==> src/hw/rtl/jlr_pkg.sv <==
// ---------------------------------------------------------------------------
// jlr_pkg: shared types and constants for the joystick LED ring
// Ring size, field widths, register indexes, sequencer states and the
// request/response bundle of the trail divider.
// ---------------------------------------------------------------------------
package jlr_pkg;

	localparam int LED_COUNT = 32;
	localparam int POS_W     = 6;
	localparam int TRAIL_W   = 5;
	localparam int CH_W      = 8;
	localparam int SMP_W     = 10;
	localparam int TIME_W    = 32;
	localparam int TRAIL_MAX = LED_COUNT / 2 - 2;

	// trail divider: numerator c*(L-k+1), denominator 5*L, quotient < 2^CH_W/5
	localparam int NUM_W = CH_W + TRAIL_W;
	localparam int DEN_W = TRAIL_W + 3;
	localparam int QUO_W = CH_W - 2;

	// rate delay slopes and base
	localparam logic [SMP_W-1:0] TRAIL_SLOPE = SMP_W'(900);
	localparam logic [SMP_W-1:0] MOVE_SLOPE  = SMP_W'(960);
	localparam logic [SMP_W:0]   DELAY_BASE  = (SMP_W + 1)'(1000);

	// configuration register indexes
	localparam logic [2:0] CFG_X_CENTER      = 3'd0;
	localparam logic [2:0] CFG_Y_CENTER      = 3'd1;
	localparam logic [2:0] CFG_X_HIGH        = 3'd2;
	localparam logic [2:0] CFG_X_LOW         = 3'd3;
	localparam logic [2:0] CFG_Y_HIGH        = 3'd4;
	localparam logic [2:0] CFG_Y_LOW         = 3'd5;
	localparam logic [2:0] CFG_COLOR_PERIOD  = 3'd6;
	localparam logic [2:0] CFG_REDRAW_PERIOD = 3'd7;

	// colour channel codes
	localparam logic [1:0] CH_RED   = 2'd0;
	localparam logic [1:0] CH_GREEN = 2'd1;
	localparam logic [1:0] CH_BLUE  = 2'd2;

	// trail side bits
	localparam logic [1:0] SIDE_LEFT  = 2'b01;
	localparam logic [1:0] SIDE_RIGHT = 2'b10;
	localparam logic [1:0] SIDE_BOTH  = 2'b11;

	typedef enum logic [2:0] {
		S_IDLE,
		S_TRAIL,
		S_COLOR,
		S_MOVE,
		S_PIX,
		S_START,
		S_DIV,
		S_OUT
	} state_t;

	typedef struct packed {
		logic             start;
		logic [NUM_W-1:0] num;
		logic [DEN_W-1:0] den;
	} div_req_t;

	typedef struct packed {
		logic             done;
		logic [CH_W-1:0]  quo;
	} div_rsp_t;

endpackage

==> src/hw/rtl/jlr_div.sv <==
// ---------------------------------------------------------------------------
// jlr_div: radix-2 restoring divider for trail brightness
// One compare and subtract per cycle; the quotient is known to fit QUO_W bits.
// ---------------------------------------------------------------------------
module jlr_div
	import jlr_pkg::*;
(
	input  logic     clk,
	input  logic     arst_n,
	input  div_req_t req,
	output div_rsp_t rsp
);

	localparam int SH_W  = DEN_W + QUO_W - 1;
	localparam int CMP_W = (SH_W > NUM_W) ? SH_W : NUM_W;
	localparam int CNT_W = $clog2(QUO_W + 1);

	logic [NUM_W-1:0] rem_q;
	logic [SH_W-1:0]  den_sh_q;
	logic [QUO_W-1:0] quo_q;
	logic [CNT_W-1:0] cnt_q;
	logic             busy_q;
	logic             done_q;
	logic             fits;

	assign fits = CMP_W'(rem_q) >= CMP_W'(den_sh_q);

	always_ff @(posedge clk or negedge arst_n) begin
		if (!arst_n) begin
			busy_q <= 1'b0;
			done_q <= 1'b0;
			cnt_q  <= '0;
		end else begin
			done_q <= 1'b0;
			if (req.start) begin
				busy_q <= 1'b1;
				cnt_q  <= '0;
			end else if (busy_q) begin
				cnt_q <= cnt_q + CNT_W'(1);
				if (cnt_q == CNT_W'(QUO_W - 1)) begin
					busy_q <= 1'b0;
					done_q <= 1'b1;
				end
			end
		end
	end

	// datapath: load, then one quotient bit per cycle, MSB first
	always_ff @(posedge clk) begin
		if (req.start) begin
			rem_q    <= req.num;
			den_sh_q <= SH_W'(req.den) << (QUO_W - 1);
			quo_q    <= '0;
		end else if (busy_q) begin
			if (fits) begin
				rem_q <= rem_q - NUM_W'(den_sh_q);
			end
			quo_q    <= {quo_q[QUO_W-2:0], fits};
			den_sh_q <= den_sh_q >> 1;
		end
	end

	assign rsp.done = done_q;
	assign rsp.quo  = CH_W'(quo_q);

endmodule

==> src/hw/rtl/joystick_led_ring_dot_trail_unit.sv <==
// ---------------------------------------------------------------------------
// joystick_led_ring_dot_trail_unit: joystick-driven LED ring dot with trail
// Takes one tick word (time, joystick, pots), updates trail length, colour and
// dot position, and streams a full frame of pixels on a move or idle redraw.
// ---------------------------------------------------------------------------
//
//  channel | dir | handshake          | payload
//  --------+-----+--------------------+---------------------------------------
//  s_*     | in  | s_tvalid/s_tready  | tick word: now_ms, joy_x, joy_y, pots
//  m_*     | out | m_tvalid/m_tready  | pixel word: led_index, rgb; tlast
//  cfg_*   | in  | cfg_valid/cfg_ready| register index and 10-bit data
//
//  A trail pixel costs three 6-step divisions through the one shared divider,
//  one per colour channel, before its pixel word goes out. s_tready is high
//  only in idle. A stall on m_tready holds the pixel word and the sequencer.
//  Reset clears the block state and the sequencer and loads the register
//  defaults; no clearing pass is needed. cfg_ready is always high.
// ---------------------------------------------------------------------------
module joystick_led_ring_dot_trail_unit
	import jlr_pkg::*;
(
	input  logic        clk,
	input  logic        arst_n,
	// tick in
	input  logic        s_tvalid,
	output logic        s_tready,
	input  logic [87:0] s_tdata,   // now_ms[31:0], joy_x[41:32], joy_y[51:42],
	                               // pot_red[61:52], pot_blue[71:62],
	                               // pot_green[81:72], zero pad [87:82]
	// pixels out
	output logic        m_tvalid,
	input  logic        m_tready,
	output logic [31:0] m_tdata,   // led_index[5:0], red[13:6], green[21:14],
	                               // blue[29:22], zero pad [31:30]
	output logic        m_tlast,   // frame_last
	// register writes
	input  logic        cfg_valid,
	output logic        cfg_ready,
	input  logic [2:0]  cfg_index,
	input  logic [9:0]  cfg_data
);

	// configuration registers
	logic [SMP_W-1:0] x_center_q, y_center_q, x_high_q, x_low_q;
	logic [SMP_W-1:0] y_high_q, y_low_q, color_period_q, redraw_period_q;

	// block state
	logic [POS_W-1:0]   dot_q;
	logic [TRAIL_W-1:0] trail_q;
	logic [CH_W-1:0]    col_r_q, col_g_q, col_b_q;
	logic [TIME_W-1:0]  last_trail_q, last_color_q, last_move_q;

	// latched tick
	logic [TIME_W-1:0] now_q;
	logic [SMP_W-1:0]  jx_q, jy_q, pr_q, pb_q, pg_q;

	// frame sequencer
	state_t             state_q, state_d;
	logic [1:0]         side_q;
	logic [POS_W-1:0]   pix_q;
	logic [TRAIL_W-1:0] k_q;
	logic [1:0]         ch_q;
	logic [CH_W-1:0]    out_r_q, out_g_q, out_b_q;

	div_req_t div_req;
	div_rsp_t div_rsp;

	logic s_fire, m_fire, cfg_fire;
	assign s_fire   = s_tvalid & s_tready;
	assign m_fire   = m_tvalid & m_tready;
	assign cfg_fire = cfg_valid & cfg_ready;
	assign cfg_ready = 1'b1;

	// ---- shared rate unit: elapsed time and delay = 1000 - slope*dev/512 ----
	logic [SMP_W-1:0]   ru_sample, ru_center, ru_slope, ru_dev, ru_delay;
	logic [2*SMP_W-1:0] ru_prod;
	logic [SMP_W:0]     ru_drop;
	logic [TIME_W-1:0]  ru_last, elapsed;
	logic               rate_due, color_due, redraw_due;

	always_comb begin
		ru_sample = jy_q;
		ru_center = y_center_q;
		ru_slope  = TRAIL_SLOPE;
		ru_last   = last_trail_q;
		unique case (state_q)
			S_COLOR: begin
				ru_last = last_color_q;
			end
			S_MOVE: begin
				ru_sample = jx_q;
				ru_center = x_center_q;
				ru_slope  = MOVE_SLOPE;
				ru_last   = last_move_q;
			end
			default: ;
		endcase
	end

	assign ru_dev   = (ru_sample > ru_center) ? ru_sample - ru_center : ru_center - ru_sample;
	assign ru_prod  = (2*SMP_W)'(ru_dev) * (2*SMP_W)'(ru_slope);
	assign ru_drop  = ru_prod[2*SMP_W-1:9];
	// a negative delay counts as zero
	assign ru_delay = (ru_drop >= DELAY_BASE) ? '0 : SMP_W'(DELAY_BASE - ru_drop);
	assign elapsed  = now_q - ru_last;   // wraps modulo 2^32

	assign rate_due   = elapsed >= TIME_W'(ru_delay);
	assign color_due  = elapsed >= TIME_W'(color_period_q);
	assign redraw_due = elapsed >= TIME_W'(redraw_period_q);

	// ---- pixel classification ----
	logic [POS_W:0] dist_r, dist_l;
	logic           is_dot, in_right, in_left, last_pix;

	assign dist_r = (pix_q >= dot_q) ? (POS_W + 1)'(pix_q - dot_q)
	                                 : (POS_W + 1)'(LED_COUNT) + (POS_W + 1)'(pix_q)
	                                   - (POS_W + 1)'(dot_q);
	assign dist_l = (dot_q >= pix_q) ? (POS_W + 1)'(dot_q - pix_q)
	                                 : (POS_W + 1)'(LED_COUNT) + (POS_W + 1)'(dot_q)
	                                   - (POS_W + 1)'(pix_q);
	assign is_dot   = pix_q == dot_q;
	assign in_right = side_q[1] && (trail_q != '0) && (dist_r != '0)
	                  && (dist_r <= (POS_W + 1)'(trail_q));
	assign in_left  = side_q[0] && (trail_q != '0) && (dist_l != '0)
	                  && (dist_l <= (POS_W + 1)'(trail_q));
	assign last_pix = pix_q == POS_W'(LED_COUNT - 1);

	// ---- divider request: channel * (L - k + 1) over 5 * L ----
	logic [CH_W-1:0]    ch_val;
	logic [TRAIL_W-1:0] weight;

	always_comb begin
		case (ch_q)
			CH_RED:   ch_val = col_r_q;
			CH_GREEN: ch_val = col_g_q;
			default:  ch_val = col_b_q;
		endcase
	end

	assign weight        = trail_q - k_q + TRAIL_W'(1);
	assign div_req.start = state_q == S_START;
	assign div_req.num   = NUM_W'(ch_val) * NUM_W'(weight);
	assign div_req.den   = (DEN_W'(trail_q) << 2) + DEN_W'(trail_q);

	jlr_div u_div (
		.clk    (clk),
		.arst_n (arst_n),
		.req    (div_req),
		.rsp    (div_rsp)
	);

	// ---- sequencer next state ----
	always_comb begin
		state_d  = state_q;
		s_tready = 1'b0;
		m_tvalid = 1'b0;
		unique case (state_q)
			S_IDLE: begin
				s_tready = 1'b1;
				if (s_tvalid) begin
					state_d = S_TRAIL;
				end
			end
			S_TRAIL: state_d = S_COLOR;
			S_COLOR: state_d = S_MOVE;
			S_MOVE: begin
				if (rate_due) begin
					state_d = S_PIX;
				end else if (redraw_due && (jx_q < x_high_q) && (jx_q > x_low_q)) begin
					state_d = S_PIX;
				end else begin
					state_d = S_IDLE;
				end
			end
			S_PIX: begin
				if (!is_dot && (in_right || in_left)) begin
					state_d = S_START;
				end else begin
					state_d = S_OUT;
				end
			end
			S_START: state_d = S_DIV;
			S_DIV: begin
				if (div_rsp.done) begin
					state_d = (ch_q == CH_BLUE) ? S_OUT : S_START;
				end
			end
			S_OUT: begin
				m_tvalid = 1'b1;
				if (m_tready) begin
					state_d = last_pix ? S_IDLE : S_PIX;
				end
			end
			default: state_d = S_IDLE;
		endcase
	end

	always_ff @(posedge clk or negedge arst_n) begin
		if (!arst_n) begin
			state_q <= S_IDLE;
		end else begin
			state_q <= state_d;
		end
	end

	// ---- register writes ----
	always_ff @(posedge clk or negedge arst_n) begin
		if (!arst_n) begin
			x_center_q      <= SMP_W'(520);
			y_center_q      <= SMP_W'(532);
			x_high_q        <= SMP_W'(530);
			x_low_q         <= SMP_W'(500);
			y_high_q        <= SMP_W'(550);
			y_low_q         <= SMP_W'(500);
			color_period_q  <= SMP_W'(10);
			redraw_period_q <= SMP_W'(20);
		end else if (cfg_fire) begin
			unique case (cfg_index)
				CFG_X_CENTER:      x_center_q      <= cfg_data;
				CFG_Y_CENTER:      y_center_q      <= cfg_data;
				CFG_X_HIGH:        x_high_q        <= cfg_data;
				CFG_X_LOW:         x_low_q         <= cfg_data;
				CFG_Y_HIGH:        y_high_q        <= cfg_data;
				CFG_Y_LOW:         y_low_q         <= cfg_data;
				CFG_COLOR_PERIOD:  color_period_q  <= cfg_data;
				CFG_REDRAW_PERIOD: redraw_period_q <= cfg_data;
				default: ;
			endcase
		end
	end

	// ---- block state: trail, colour, dot, timestamps ----
	always_ff @(posedge clk or negedge arst_n) begin
		if (!arst_n) begin
			dot_q        <= '0;
			trail_q      <= '0;
			col_r_q      <= '0;
			col_g_q      <= '0;
			col_b_q      <= '0;
			last_trail_q <= '0;
			last_color_q <= '0;
			last_move_q  <= '0;
			side_q       <= SIDE_BOTH;
			pix_q        <= '0;
		end else begin
			case (state_q)
				S_TRAIL: begin
					// grow or shrink, saturating at both ends
					if (rate_due) begin
						last_trail_q <= now_q;
						if (jy_q > y_high_q) begin
							if (trail_q < TRAIL_W'(TRAIL_MAX)) begin
								trail_q <= trail_q + TRAIL_W'(1);
							end else begin
								trail_q <= TRAIL_W'(TRAIL_MAX);
							end
						end else if (jy_q < y_low_q) begin
							if (trail_q != '0) begin
								trail_q <= trail_q - TRAIL_W'(1);
							end
						end
					end
				end
				S_COLOR: begin
					// resample pots, dropping two bits
					if (color_due) begin
						last_color_q <= now_q;
						col_r_q      <= pr_q[SMP_W-1:2];
						col_b_q      <= pb_q[SMP_W-1:2];
						col_g_q      <= pg_q[SMP_W-1:2];
					end
				end
				S_MOVE: begin
					pix_q  <= '0;
					side_q <= SIDE_BOTH;
					if (rate_due) begin
						last_move_q <= now_q;
						if (jx_q > x_high_q) begin
							dot_q  <= (dot_q == POS_W'(LED_COUNT - 1)) ? '0
							          : dot_q + POS_W'(1);
							side_q <= SIDE_LEFT;
						end else if (jx_q < x_low_q) begin
							dot_q  <= (dot_q == '0) ? POS_W'(LED_COUNT - 1)
							          : dot_q - POS_W'(1);
							side_q <= SIDE_RIGHT;
						end
					end
				end
				S_OUT: begin
					if (m_fire && !last_pix) begin
						pix_q <= pix_q + POS_W'(1);
					end
				end
				default: ;
			endcase
		end
	end

	// ---- tick latch and pixel datapath ----
	always_ff @(posedge clk) begin
		if (s_fire) begin
			now_q <= s_tdata[31:0];
			jx_q  <= s_tdata[41:32];
			jy_q  <= s_tdata[51:42];
			pr_q  <= s_tdata[61:52];
			pb_q  <= s_tdata[71:62];
			pg_q  <= s_tdata[81:72];
		end
		case (state_q)
			S_PIX: begin
				ch_q <= CH_RED;
				// right trail wins where both reach
				k_q  <= in_right ? TRAIL_W'(dist_r) : TRAIL_W'(dist_l);
				if (is_dot) begin
					out_r_q <= col_r_q;
					out_g_q <= col_g_q;
					out_b_q <= col_b_q;
				end else begin
					out_r_q <= '0;
					out_g_q <= '0;
					out_b_q <= '0;
				end
			end
			S_DIV: begin
				if (div_rsp.done) begin
					case (ch_q)
						CH_RED:   out_r_q <= div_rsp.quo;
						CH_GREEN: out_g_q <= div_rsp.quo;
						default:  out_b_q <= div_rsp.quo;
					endcase
					ch_q <= ch_q + 2'd1;
				end
			end
			default: ;
		endcase
	end

	assign m_tdata = {2'b00, out_b_q, out_g_q, out_r_q, pix_q};
	assign m_tlast = last_pix;

endmodule
==> config.mk <==
export PLATFORM = sky130hd
export DESIGN_NAME = joystick_led_ring_dot_trail_unit
export DESIGN_NICKNAME = d
export VERILOG_FILES = /design/src/hw/rtl/jlr_pkg.sv /design/src/hw/rtl/jlr_div.sv /design/src/hw/rtl/joystick_led_ring_dot_trail_unit.sv
export SDC_FILE = /design/constraint.sdc
export NUM_CORES = 1
export LEC_CHECK = 0
export BUFFER_PORTS_ARGS = -buffer_cell sky130_fd_sc_hd__buf_4
export CAP_MARGIN = 20
export CORE_MARGIN = 2
export CORE_UTILIZATION = 34
export CTS_CLUSTER_SIZE = 24
export DETAILED_ROUTE_END_ITERATION = 6
export SLEW_MARGIN = 20
export SYNTH_ARGS = -nofsm -noshare
export SYNTH_HDL_FRONTEND = slang
export SYNTH_HIERARCHICAL = 1
export SYNTH_SLANG_ARGS = --single-unit
==> constraint.sdc <==
create_clock -name clk -period 20.3 [get_ports clk]
set_input_delay 4.06 -clock clk [delete_from_list [all_inputs] [get_ports clk]]
set_output_delay 4.06 -clock clk [all_outputs]
set_load 0.01 [all_outputs]
# == Yosys cells after proc, flatten, opt, wreduce, memory -nomap -nowiden ==
# Cells that the tools add are included.
# op_classes
n_addsub,21
n_mul,2
order_cmp,17
eq_ne,27
mux,61
n_bitwise,2
n_reduce_logical,48
# op_table
cell,n
$ge A32 B10 Y1,3
$mux W8,9
$mux W13,5
$pmux W32 S2,1
$pmux W8 S2,4
$gt A10 B10 Y1,4
$mux W10,4
$sub A32 B32 Y32,1
$lt A10 B10 Y1,3
$mux W6,5
$reduce_and A2 Y1,14
$eq A3 B3 Y1 const B,9
$mux W5,5
$mux W3,8
$pmux W3 S8,1
$mux W7,3
$mul A10 B10 Y20,1
$sub A10 B10 Y10,2
$reduce_and A3 Y1,5
$add A6 B6 Y7 const A,2
$le A7 B5 Y1,2
$reduce_bool A2 Y1,7
$reduce_bool A7 Y1,2
$sub A6 B6 Y7,2
38 further kinds,76
# word_totals
reg_bits,372
inputBits,106
output_inout_bits,36

# == Logic depth before layout (Yosys ltp) ==
# Gate-level depths: netlist of the first run.
# logic_depth
word_depth,10
ltp_mapped,51
mapped_depth_nobuf,46

# == Cells and area by module ==
# The synthesis of the first run kept the hierarchy.
# modules_own_cells
mod,instances,cells_per_inst,area_per_inst_um2,seq_area_each_um2
joystick_led_ring_dot_trail_unit,1,2175,22718.0,8805.9
jlr_div,1,232,2220.9,975.9

# == Least setup slack after synthesis of the first run ==
# Ideal clock, no wire load.
# synth_timing
path_kind,flip-flop to flip-flop
startpoint,reg state_q[1]
endpoint,reg last_trail_q[10]
setup_ns,0.125
t_arrival_ns,10.611
t_required_ns,20.175
slack_ns,9.565
path_stages_with_launch,51
n_path_buf,5
period_less_slack_ns,10.735
cell_sequence,dfrtp_1 clkbuf_1 nor2b_1 and2_1 clkbuf_1 clkbuf_1 nand2_1 nand2_1 inv_1 ha_1 nor2b_1 o21a_1 o21ai_0 a211o_1 nand2_1 nor2_1 a21oi_1 xnor2_1 (+15 left out) a21oi_1 xor2_1 nor4_1 a21oi_1 and2_1 ha_1 nand2b_1 a21o_1 a21o_1 a211oi_1 o31ai_1 a21o_1 a21o_1 or4_1 buf_2 nand2_2 buf_4 mux2_2
# synth_via
elab_chain_len,9
word_cells_on_any_way,18
classes_between,add/sub: 4; mul: 1; order compare: 3; eq/ne: 3; mux: 6; reduce/logical: 1
# synth_rtl
element,line,rtl
from (decl),joystick_led_ring_dot_trail_unit.sv:58,"state_t state_q, state_d;"
from (signal assigned),joystick_led_ring_dot_trail_unit.sv:202,state_q <= state_d;
$eq A3 B2 Y1,joystick_led_ring_dot_trail_unit.sv:86,unique case (state_q)
$mux W10,joystick_led_ring_dot_trail_unit.sv:86,
$sub A10 B10 Y10 / $gt A10 B10 Y1 (equally long branches),joystick_led_ring_dot_trail_unit.sv:100,assign ru_dev = (ru_sample > ru_center) ? ru_sample - ru_center : ru_center - ru_sample;
$mux W10,joystick_led_ring_dot_trail_unit.sv:100,
$mul A10 B10 Y20,joystick_led_ring_dot_trail_unit.sv:101,assign ru_prod = (2*SMP_W)'(ru_dev) * (2*SMP_W)'(ru_slope);
$sub A10 B10 Y10 / $ge A11 B10 Y1 (equally long branches),joystick_led_ring_dot_trail_unit.sv:104,assign ru_delay = (ru_drop >= DELAY_BASE) ? '0 : SMP_W'(DELAY_BASE - ru_drop);
$mux W10,joystick_led_ring_dot_trail_unit.sv:104,
$ge A32 B10 Y1,joystick_led_ring_dot_trail_unit.sv:107,assign rate_due = elapsed >= TIME_W'(ru_delay);
$reduce_and A2 Y1 (no line) *,n/a,
to (signal assigned),joystick_led_ring_dot_trail_unit.sv:250,last_trail_q <= now_q;
to (decl),joystick_led_ring_dot_trail_unit.sv:51,"logic [TIME_W-1:0] last_trail_q, last_color_q, last_move_q;"
# Every way passes the cells marked *; elsewhere a longest branch is shown, timed or not.
# A chain may end at the register's enable or synchronous reset.

# == Worst setup path after layout of the first run ==
# layout_timing
startpoint,reg state_q[1]
endpoint,reg last_trail_q[14]
# The elaborated chain is that of the path after synthesis.

==> results of run 1 <==
## per-layer routing
| metal | vias up | track usage | share of wire | routed length, um |
|---|---|---|---|---|
| li1 | 8770 | - | - | - |
| met1 | 8901 | 0.219 | 0.47 | 28800 |
| met2 | 333 | 0.280 | 0.48 | 29300 |
| met3 | 69 | 0.0202 | 0.035 | 2150 |
| met4 | 0 | 0.0368 | 0.016 | 1010 |
| met5 | - | 0 | 0 | 0 |
## stage by stage
stage	std cells	hold WS [ns]	setup WS, ns	cell area, um^2	util
finish	3504	0.453	7.13	28300	0.388
global route	3504	0.475	6.15	28300	0.388
CTS	3504	0.458	7.18	28300	0.388
detailed placement	3424	0.443	7.27	26800	0.368
global placement	3424	0.442	7.34	26800	0.368
floorplan	2410	0.432	9.56	25000	-
## kinds of logic after synthesis
logic type / Yosys count
DFF: 366
muxes: 250
and+or+nand+nor: 582
buffers and inverters: 313
xor gates and xnor gates: 83
other: 3
AOI/OAI and AO/OA: 500
adders and majority gates: 310
## final cells by class
class | count | area (um^2)
fill | 7186 | 44500
timing repair buffer | 140 | 1060
multi-input combinational | 1731 | 13900
tap | 959 | 1200
clock inverter | 22 | 319
sequential | 366 | 9780
inverter | 228 | 856
clock buffer | 58 | 1170
## cell usage in the layout, fill, tap and decap left out, drive strengths merged, types with 107 or more instances in the layout
master,synthesis,layout
inv,228,232
ha,255,255
edfxtp,128,128
nand2,214,214
o21ai,107,107
nor2,128,128
dfrtp,197,197
a21oi,138,138
buf,34,140
mux2,190,190
## sequential cells by signal, summed over array words and instances, names as in the netlist, 13 cells and up
register	flops
last_trail_q	32
u_div/rem_q	13
u_div/den_sh_q	13
now_q	32
last_move_q	32
last_color_q	32
## worst max path at each step
stage	end	depth (start not counted)	slack, ns	from
after floorplan	last_trail_q[10]	50	9.56	state_q[1]
final	last_trail_q[14]	45	7.13	state_q[1]
after CTS	last_trail_q[14]	45	7.18	state_q[1]
after global routing	last_trail_q[17]	45	6.15	state_q[1]
after global placement	last_trail_q[12]	45	7.34	state_q[1]
after detailed placement	last_trail_q[26]	45	7.27	state_q[1]
## critical path: cells and delay by family, from the launching register on
kind | cells | cell delay (ns)
mux | 1 | 0.42
simple gates | 8 | 2.57
buf+inv | 5 | 0.68
flops | 1 | 0.77
compound gates | 20 | 4.43
xor+xnor | 2 | 0.72
fa+ha+maj | 9 | 3.38
==> summary.md, run 1 <==
| Metric | Value |
|---|---|
| Post-synthesis sequential area ratio | 0.392 |
| CTS tree | yes |
| Synth Area in Simple Gates | 0.111 |
| CP max-delay cell | dfrtp_1 |
| Cell Rows | 99 |
| Gate Count Post-Synth | 2407 |
| Clk sinks | 366 |
| Die ar. | 75500 um^2 |
| Yosys cell types | 92 |
| DR vias | 18073 |
| First-pass GRT wire length | 99900 um |
| R2R Setup Slk | 7.13 ns |
| Wirelength per Cell | 17.5 um |
| Final setup TNS | 0 ns |
| First-pass iteration count of the detailed router | 6 |
| Worst r2r src | state_q[1] |
| # Post-CTS Setup Buffers | 0 |
| Synthesis Warnings | 6 |
| Dominant synthesized flop cell | dfrtp_1 |
| Hold-fix buffers, CTS | 0 |
| Compound-Gate Fraction of Synth Area | 0.133 |
| Initial DRC Count | 1091 |
| Total core area | 72800 um^2 |
| Drt total wl | 61200 um |
| Mapped cell area | 24900 um^2 |
| CTS H-tree lvls | 2 |
| IO Pins | 142 |
| Commonest cells in the netlist | 255 x ha_1, 228 x inv_1, 213 x nand2_1 |
| Most area-consuming cells after synthesis | dfrtp_1 20%, edfxtp_1 15%, ha_1 13% |
| Die Ht | 275 um |
| Post-DRT Antenna Nets | 0 |
| Yosys top cell by area | dfrtp_1 |
| Register bit total from synthesis | 366 |
| Final max-slew violation count | 0 |
| Slew margin rel. | 0.250 |
| Crit. End Element | register |
| Clk_skew | 0.0299 ns |
| Top-area cell type share of the netlist area | 0.198 |
| CTS root buffer | clkbuf_16 |
| Die X | 275 um |
| Number of flops mapped to enable cells by yosys | 128 |
| # diodes | 0 |
| R2R Path End | last_trail_q[14] |
| Number of port buffers | 126 |
| Synth Area in Adders | 0.172 |
| Worst skew pair latency | 0.59 ns |
| Worst Path Required | 20.75 ns |
| Gp weighted congestion | 0.884 |
| Vias in the first global route | 18727 |
| CP Data Arrival Time | 13.62 ns |
| Hold Crit Depth | 1 |
| Max stage delay on crit path | 0.77 ns |
| Avg Inst Size Synth | 10.4 um^2 |
| All-Layer GR Usage | 0.163 |
| RSZ-0062 raised after global routing | false |
| Largest net degree at the start of global routing | 95 |
| Final setup violation count | 0 |
| Final #Nets | 2926 |
| Run status | complete, no violations |
| Worst Hold Class | reg2reg |
| CTS Buffer Depth | 3 |
| Ratio of cells with drive above 1 in the final layout | 0.164 |
| Most numerous cell in the Yosys netlist | ha_1 |
| Post-CTS Resized | 0 |
| Maximum clock frequency | 76.0 MHz |
| DR vias/cell | 5.16 |
| CP dominant cell by count | a21o_1 |
| Critical path class | reg2reg |
| Least-Margin Pin Slew | 1.12 ns |
| Synth Area in XOR/XNOR | 0.0291 |
| Worst-path fanout max | 34 |
| R2R cell count | 45 |
| TritonCTS Buffers | 43 |
| Asr flop ratio synth | 0.620 |
| Largest family of logic cells by synthesized area | adder cells |
| Critical Path Source Type | register |
| Hold endpoint | col_r_q[1] |
| Post-synthesis mux area share | 0.110 |
| Post-route minimum period | 13.17 ns |
| Initial core utilization | 0.342 |
| Area growth syn-to-layout | 13.5% |
| GR Overflow Total | 0 |
| Max-cap violation count | 0 |
| Final period util | 0.649 |
| Initial antenna violation count | 0 |
| CTS clk-pin slew, worst paths | 0.06 ns |
| Hold Crit Start | pr_q[3] |
| Detail Placement HPWL | 46600 um |
| DRC violation count after routing | 0 |
| Final Hold Viols | 0 |
Power of run 1 is not shown: default switching activity piles up to over one toggle a cycle in this logic, so the estimate is an artifact.
==> inputs of run 2 (changes only) <==
--- a/config.mk
+++ b/config.mk
@@ -5,6 +5,7 @@
 export SDC_FILE = /design/constraint.sdc
 export NUM_CORES = 1
 export LEC_CHECK = 0
+export ABC_AREA = 1
 export BUFFER_PORTS_ARGS = -buffer_cell sky130_fd_sc_hd__buf_4
 export CAP_MARGIN = 20
 export CORE_MARGIN = 2
==> constraint.sdc (replaced) <==
create_clock -name clk -period 13.5 [get_ports clk]
set_input_delay 2.7 -clock clk [delete_from_list [all_inputs] [get_ports clk]]
set_output_delay 2.7 -clock clk [all_outputs]
set_load 0.01 [all_outputs]
==> run 2 against run 1 <==
Setup slack got worse by 4.7 ns. Global-route usage rose by 0.20 points. Critical path depth rose by 5. First-iteration DRC count rose by 1.5%. Maximum frequency rose by 19%.
==> summary.md, run 2 <==
| Metric | Value |
|---|---|
| Run status | complete, no violations |
| Hold-fix buffers, CTS | 0 (unchanged) |
| All-Layer GR Usage | 0.165 (+0.00204) |
| Ratio of cells with drive above 1 in the final layout | 0.0942 (-0.0701) |
| Vias in the first global route | 19836 (+5.9%) |
| Area of the multi-input gates | 13200 um^2 (-5.1%) |
| Critical path class | reg2reg |
| CTS root buffer | clkbuf_16 |
| CP max-delay cell | nand2_2 |
| Die ar. | 76800 um^2 (+1.7%) |
| Gate Count Post-Synth | 3163 (+31%) |
| Total core area | 74200 um^2 (+1.9%) |
| First-pass GRT wire length | 103000 um (+3.3%) |
| Gp weighted congestion | 0.887 (+0.36%) |
| Initial core utilization | 0.342 (-0.000582) |
| Number of port buffers | 126 (unchanged) |
| Least-Margin Pin Slew | 0.878 ns (-0.239 ns) |
| Post-CTS Resized | 0 (unchanged) |
| First-pass iteration count of the detailed router | 5 (-1) |
| Worst skew pair latency | 0.61 ns (+0.02 ns) |
| Die Ht | 277 um (+0.83%) |
| Final max-slew violation count | 0 (unchanged) |
| Number of flops mapped to enable cells by yosys | 128 (unchanged) |
| FF+latch area | 9780 um^2 (about the same) |
| Commonest cells in the netlist | 836 x nand2_1, 515 x inv_1, 255 x ha_1 |
| CTS clk-pin slew, worst paths | 0.06 ns (about the same) |
| Yosys cell types | 56 (-39%) |
| # Post-CTS Setup Buffers | 0 (unchanged) |
| FILL cells | 7676 (+6.8%) |
| Worst-path fanout max | 55 (+62%) |
| Clk_skew | 0.0518 ns (+0.0219 ns) |
| Most numerous cell in the Yosys netlist | nand2_1 |
| Crit. End Element | register |
| CTS H-tree lvls | 2 (unchanged) |
| Die X | 277 um (+0.83%) |
| Clk sinks | 366 (unchanged) |
| Largest net degree at the start of global routing | 96 (+1.1%) |
| Max stage delay on crit path | 0.71 ns (-0.06 ns) |
| Final setup TNS | 0 ns (unchanged) |
| Most area-consuming cells after synthesis | dfrtp_1 19%, edfxtp_1 15%, ha_1 13% |
| Detail Placement HPWL | 46500 um (-0.22%) |
| Maximum clock frequency | 90.5 MHz (+19%) |
| Synthesis Warnings | 6 (unchanged) |
| Initial antenna violation count | 0 (unchanged) |
| Commonest non-fill, non-tap cell in the layout | nand2_1 |
| Worst Hold Class | reg2reg |
| Final #Nets | 3681 (+26%) |
| CP dominant cell by count | inv_1 |
| RSZ-0062 raised after global routing | false |
| Post-synthesis sequential area ratio | 0.386 (-0.00654) |
| Asr flop ratio synth | 0.620 (unchanged) |
| CTS Buffer Depth | 3 (unchanged) |
| Final period util | 0.818 (+0.170) |
| Avg Inst Size Synth | 8.02 um^2 (-23%) |
| Fin util | 0.387 (-0.00170) |
| Max-cap violation count | 0 (unchanged) |
| # diodes | 0 (unchanged) |
| Initial DRC Count | 1107 (+1.5%) |
| Dominant synthesized flop cell | dfrtp_1 |
| IO Pins | 142 (unchanged) |
| Cell Rows | 100 (+1.0%) |
| Wirelength per Cell | 14.7 um (-16%) |
| Yosys top cell by area | dfrtp_1 |
| Critical Path Source Type | register |
| Worst Path Required | 13.96 ns (-6.79 ns) |
| DRC violation count after routing | 0 (unchanged) |
| Drt total wl | 62700 um (+2.4%) |
| CP Data Arrival Time | 11.50 ns (-2.12 ns) |
| Final Hold Viols | 0 (unchanged) |
| DR vias | 20107 (+11%) |
| TritonCTS Buffers | 45 (+4.7%) |
| DR vias/cell | 4.71 (-8.7%) |
| Final setup violation count | 0 (unchanged) |
| Area growth syn-to-layout | 13.2% |
| CTS tree | yes |
| Hold Slack | 0.460 ns (+0.00663 ns) |
| Slew margin rel. | 0.409 (+0.159) |
| Mapped cell area | 25400 um^2 (+1.7%) |
| Most frequent cells in the layout | 835 x nand2_1, 514 x inv_1, 255 x ha_1 |
| Post-route minimum period | 11.05 ns (-2.12 ns) |
| Top-area cell type share of the netlist area | 0.194 (-0.00330) |
| Post-DRT Antenna Nets | 0 (unchanged) |
| GR Overflow Total | 0 (unchanged) |
| Register bit total from synthesis | 366 (unchanged) |
## run 2: per-layer routing
metal  wire [um]  up-vias  share of wire  track usage
met5           0        -              0            0
met4        1550        0          0.025       0.0464
met3        2480       80          0.040       0.0235
met2       30000      304           0.48        0.285
met1       28600     9305           0.46        0.215
li1            -    10418              -            -
## run 2: path summary, 6_finish.rpt
path	from	slack (ns)	cells past startpoint	to
max in group asynchronous	arst_n	9.92	2	redraw_period_q[9]
worst max-delay path	state_q[0]	2.45	50	last_move_q[20]
worst max register to register	state_q[0]	2.45	50	last_move_q[20]
worst min register to register	pr_q[3]	0.46	2	col_r_q[1]
worst min-delay path	pr_q[3]	0.46	2	col_r_q[1]
min in group asynchronous	arst_n	2.18	1	y_high_q[6]
## run 2: critical path, delay by kind of cell (launching register included)
kind | cells | cell delay (ns)
and+or+nand+nor | 19 | 3.31
adders and majority gates | 9 | 3.17
buffers and inverters | 10 | 1.76
AOI/OAI and AO/OA | 10 | 1.58
DFF | 1 | 0.52
xor gates and xnor gates | 2 | 0.43
## run 2: area by class of cell
cell class,instances,area share
tap,969,0.0422
multi-input combinational,2185,0.460
clock buffer,53,0.0410
clock inverter,31,0.00977
sequential,366,0.341
inverter,526,0.0688
timing repair buffer,141,0.0373
## run 2: kinds of logic after synthesis
kind of cell	after synthesis	synth area share
other	3	0.000444
AOI/OAI and AO/OA	505	0.112
adders and majority gates	310	0.169
xor gates and xnor gates	73	0.0252
muxes	3	0.00128
buffers and inverters	615	0.0956
DFF	366	0.386
and+or+nand+nor	1288	0.210
## run 2: stage by stage
| stage | cell area (um^2) | worst slack, ns | cells |
|---|---|---|---|
| after detailed placement | 27200 | 2.47 | 4187 |
| after CTS | 28700 | 2.39 | 4271 |
| after floorplan | 25400 | 2.91 | 3166 |
| after global routing | 28700 | 1.33 | 4271 |
| after global placement | 27200 | 2.39 | 4187 |
| final | 28700 | 2.45 | 4271 |
Power of run 2 is left out for the same reason.
